$ cat src/rtl/psic_pkg.sv
// Shared types, constants and codes of the pointer shadow integrity checker.
`default_nettype none
package psic_pkg;

  localparam int TOP_INDEX_BITS_DEF  = 10;
  localparam int SLOT_INDEX_BITS_DEF = 10;
  localparam int POOL_PAGES_DEF      = 16;

  localparam int ADDR_W   = 23;
  localparam int VALUE_W  = 64;
  localparam int STATUS_W = 3;
  // Log2 of bytes per protected slot: the low address bits below this are ignored.
  localparam int SLOT_SHIFT = 3;

  localparam logic OP_STORE = 1'b0;
  localparam logic OP_CHECK = 1'b1;

  localparam logic [STATUS_W-1:0] ST_STORED   = 3'd0;
  localparam logic [STATUS_W-1:0] ST_MATCH    = 3'd1;
  localparam logic [STATUS_W-1:0] ST_NO_PAGE  = 3'd2;
  localparam logic [STATUS_W-1:0] ST_MISMATCH = 3'd3;
  localparam logic [STATUS_W-1:0] ST_FULL     = 3'd4;

  typedef struct packed {
    logic               operation;
    logic [ADDR_W-1:0]  address;
    logic [VALUE_W-1:0] value;
  } in_req_t;

  typedef struct packed {
    logic [STATUS_W-1:0] status;
    logic [VALUE_W-1:0]  stored_copy;
  } out_res_t;

  typedef enum logic {
    RES_LOOK = 1'b0,
    RES_CMP  = 1'b1
  } res_sel_t;

  typedef struct packed {
    logic     clr;
    logic     capture;
    logic     pool_rd;
    logic     commit;
    logic     out_load;
    res_sel_t res_sel;
  } cmd_t;

  typedef struct packed {
    logic op;
    logic top_hit;
    logic clr_last;
  } sts_t;

endpackage
`default_nettype wire

$ cat src/rtl/psic_ctrl.sv
// Controller state machine: clearing pass, request acceptance, lookup and compare sequencing.
`default_nettype none
module psic_ctrl (
  input  logic           clk,
  input  logic           rst_n,
  input  logic           in_valid,
  output logic           in_stall,
  output logic           out_valid,
  input  logic           out_stall,
  input  psic_pkg::sts_t sts,
  output psic_pkg::cmd_t cmd
);
  import psic_pkg::*;

  typedef enum logic [3:0] {
    S_CLEAR = 4'b0001,
    S_IDLE  = 4'b0010,
    S_LOOK  = 4'b0100,
    S_READ  = 4'b1000
  } state_t;

  state_t state_r, state_nxt;
  logic   out_valid_r, out_valid_nxt;
  logic   out_free;

  assign out_free  = !out_valid_r || !out_stall;
  assign in_stall  = (state_r != S_IDLE);
  assign out_valid = out_valid_r;

  always_comb begin
    state_nxt   = state_r;
    cmd         = '0;
    cmd.res_sel = RES_LOOK;
    unique case (state_r)
      S_CLEAR: begin
        cmd.clr = 1'b1;
        if (sts.clr_last) state_nxt = S_IDLE;
      end
      S_IDLE: begin
        if (in_valid) begin
          cmd.capture = 1'b1;
          state_nxt   = S_LOOK;
        end
      end
      S_LOOK: begin
        if (sts.op == OP_CHECK && sts.top_hit) begin
          cmd.pool_rd = 1'b1;
          state_nxt   = S_READ;
        end else if (out_free) begin
          // Hold the lookup until the result register can take the request's result.
          cmd.commit   = 1'b1;
          cmd.out_load = 1'b1;
          state_nxt    = S_IDLE;
        end
      end
      S_READ: begin
        if (out_free) begin
          cmd.out_load = 1'b1;
          cmd.res_sel  = RES_CMP;
          state_nxt    = S_IDLE;
        end
      end
      default: state_nxt = S_CLEAR;
    endcase
  end

  always_comb begin
    out_valid_nxt = out_valid_r;
    if (out_valid_r && !out_stall) out_valid_nxt = 1'b0;
    if (cmd.out_load) out_valid_nxt = 1'b1;
  end

  always_ff @(posedge clk) begin
    if (!rst_n) begin
      state_r     <= S_CLEAR;
      out_valid_r <= 1'b0;
    end else begin
      state_r     <= state_nxt;
      out_valid_r <= out_valid_nxt;
    end
  end

endmodule
`default_nettype wire

$ cat config.mk
export PLATFORM = sky130hd
export DESIGN_NAME = psic_ctrl
export DESIGN_NICKNAME = d
export VERILOG_FILES = /design/src/rtl/psic_pkg.sv /design/src/rtl/psic_ctrl.sv
export SDC_FILE = /design/constraint.sdc
export NUM_CORES = 1
export LEC_CHECK = 0
export ABC_AREA = 1
export BUFFER_PORTS_ARGS = -buffer_cell sky130_fd_sc_hd__buf_2
export CORE_AREA = 3 3 40 42
export DETAILED_ROUTE_END_ITERATION = 10
export DIE_AREA = 0 0 43 45
export PLACE_DENSITY = 0.52
export SYNTH_ARGS = -nofsm -noshare
export SYNTH_HDL_FRONTEND = slang
export SYNTH_SLANG_ARGS = --single-unit
$ cat constraint.sdc
create_clock -name clk -period 2.9 [get_ports clk]
set_input_delay 0.58 -clock clk [delete_from_list [all_inputs] [get_ports clk]]
set_output_delay 0.58 -clock clk [all_outputs]
set_load 0.1 [all_outputs]
==> results.yml <==
yosys:
  ys_seq_area_share_pct: 30.1
  synth_cell_types: 14
  yosys_warnings: 0
  synthesis.area_um2: 333
  synth_top_family_by_area: "simple AND/OR/NAND/NOR gates"
  synthCells: 55
  syn_avg_cell_area_um2: 6.05
  yosysTopAreaCell: "dfxtp_1"
  synthArstFlopShare_pct: 0
  synth_compound_area_share_pct: 6.77
  synth_commonest_cells: "13 x nand2_1, 12 x inv_1, 7 x nand3_1, 7 x nor2_1, 5 x dfxtp_1"
  synth_edf_count: 0
  synthesis.nets: 62
  ys_ff_latch: 5
  synth_xor_area_share_pct: 0
  yosysMostFrequentCell: "nand2_1"
  synthAdderAreaFrac_pct: 0
  synthMuxAreaShare_pct: 0
  synthFlopType: "dfxtp_1"
  synthSimpleGateAreaFrac_pct: 45.1
  synth_top_area_share_pct: 30.1
  synth_area_leaders: "dfxtp_1 30%, nand2_1 15%, inv_1 14%"
sta:
  setup-tns-final_ns: 0
  tightest_slew_ns: 0.484
  drv_slew: 0
  fmax_mhz: 480
  hold_violations: 0
  post-route-period-util_pct: 71.8
  finalSetupViolations: 0
  hold_ws_ns: 0.506
  rsz0062_at_grt: "false"
  clock_skew_ns: 0.000206
  relSlewSlack_pct: 68.0
  fin_crit_ns: 2.08
power:
  p_per_area_nw_per_um2: 690
  switching_share_pct: 47.3
  p_int_uw: 161
  p_seq_share_pct: 28.1
  p_comb_share_pct: 46.2
  ir_drop_uv: 272
  leakagePower_nw: 0.282
  clkPwrFrac_pct: 25.7
  netSwitchingPower_uw: 144
  total_power_uw: 306
hold_path:
  hold_path.class: "reg2reg"
global_route:
  grt_pass1_wl_mm: 1.15
  grt_max_degree: 6
  grt_overflow: 0
  grt_usage_pct: 8.33
  antenna_found_initial: 0
  first_global_vias: 311
worst_setup_path:
  cp.buffers_inverters: 1
  cpMaxStageDelayCell: "buf_2"
  crit_chain: "nor2_1 > nand2_1 > nor2_2 > buf_2"
  cp.arrival_ns: 1.50
  worstSetupPathType: "reg2out"
  cp.required_ns: 2.32
  critPathLaunchType: "register"
  critPathTopFamily: "simple AND/OR/NAND/NOR gates"
  critical_path.max_fanout: 4
  cp_slowest_stage_delay_ns: 0.42
  end_kind: "output port"
floorplanning:
  die_x_um: 43
  num_rows: 13
  core_um2: 1280
  io_pins: 15
  die_height_um: 45
  initial_utilization_pct: 25.9
  floorplan.die_area_um2: 1940
detailed_routing:
  num_vias: 363
  vias_per_cell: 4.17
  routed_wl_um: 677
  drtAntennaViolNets: 0
  drtIter0Drc: 1
  wl_per_cell_um: 7.78
  first_pass_iters: 4
  drcViolationCount: 0
placement:
  placed_area_um2: 417
  hpwl_um: 613
  gp_congestion: 0.684
  numPortBuffers: 14
cts:
  cts_tree: "built"
  clock-root-buffer: "clkbuf_4"
  postCtsSetupBuffers: 0
  numCtsBuffers: 3
  cts.sinks: 5
  ctsResizeCount: 0
  postCtsHoldBufs: 0
  htreeDepth: 1
  clkTransAtPathRegs_ns: 0.04
  clk_path_buf_depth: 2
  clk_latency_ns: 0.24
cells_and_area:
  diodes: 0
  finalNetCount: 80
  drive_gt1_share_pct: 34.7
  fin_area_um2: 443
  syn_to_final_growth_pct: 33.1
run_status:
  status: "completed"
run:
  maxCapViolations: 0
==> worst paths after layout <==
path / startpoint / endpoint / slack [ns] / cells past startpoint
hold reg to reg: state_r[3] / state_r[3] / 0.51 / 2
setup reg to reg: state_r[3] / state_r[1] / 1.80 / 6
setup / recovery: state_r[3] / cmd[4] / 0.82 / 4
hold / removal: state_r[3] / state_r[3] / 0.51 / 2
==> cells in the final DEF (no fill, tap or decap), drive strengths merged <==
master,n
clkbuf,4
nand4,2
a21oi,2
nand3,8
buf,14
inv,14
nor2,8
dfxtp,5
nand2,14
o21ai,1
==> metal layers <==
| layer | wire length (um) | track usage [%] |
|---|---|---|
| met2 | 324 | 13.5 |
| met5 | 0 | 0 |
| met1 | 312 | 8.92 |
| met3 | 39 | 2.39 |
| met4 | 0 | 7.23 |
==> flip-flops by register name (all words and copies together) (netlist names) <==
name	count
out_valid	1
state_r	4
==> kinds of logic after synthesis <==
kind of cell           count (synthesis)
DFF                                    5
and+or+nand+nor                       32
AOI/OAI and AO/OA                      3
buffers and inverters                 15
==> cell type report <==
class	instances	area [um^2]
fillers	153	842
clock buffers	4	26.3
repair buffers	14	70.1
inverters	14	52.6
flip-flops and latches	5	100
multi-input cells	35	175
well taps	15	18.8
==> worst reg2reg max path: cells and delay by family, from the launching register on <==
kind / cells / cell delay (ns)
and+or+nand+nor: 4 / 0.58
DFF: 1 / 0.32
buffers and inverters: 1 / 0.05
AOI/OAI and AO/OA: 1 / 0.05
==> metrics by stage <==
stage,utilization (%),instances,setup WS [ns]
detailed placement,32.4,83,0.827
global placement,32.4,83,0.844
CTS,34.5,87,0.788
floorplan,-,55,0.0918
global route,34.5,87,0.675
finish,34.5,87,0.816
==> power by group through the flow <==
| stage | registers, mW | clock network (mW) | logic (mW) |
|---|---|---|---|
| after floorplan | 0.0863 | 0 | 0.121 |
| after global placement | 0.0868 | 0 | 0.144 |
| after detailed placement | 0.0869 | 0 | 0.143 |
| after CTS | 0.0856 | 0.0830 | 0.143 |
| after global routing | 0.0868 | 0.0854 | 0.155 |
| final | 0.0858 | 0.0785 | 0.141 |
Note: power is estimated with default switching activity, not from simulation.
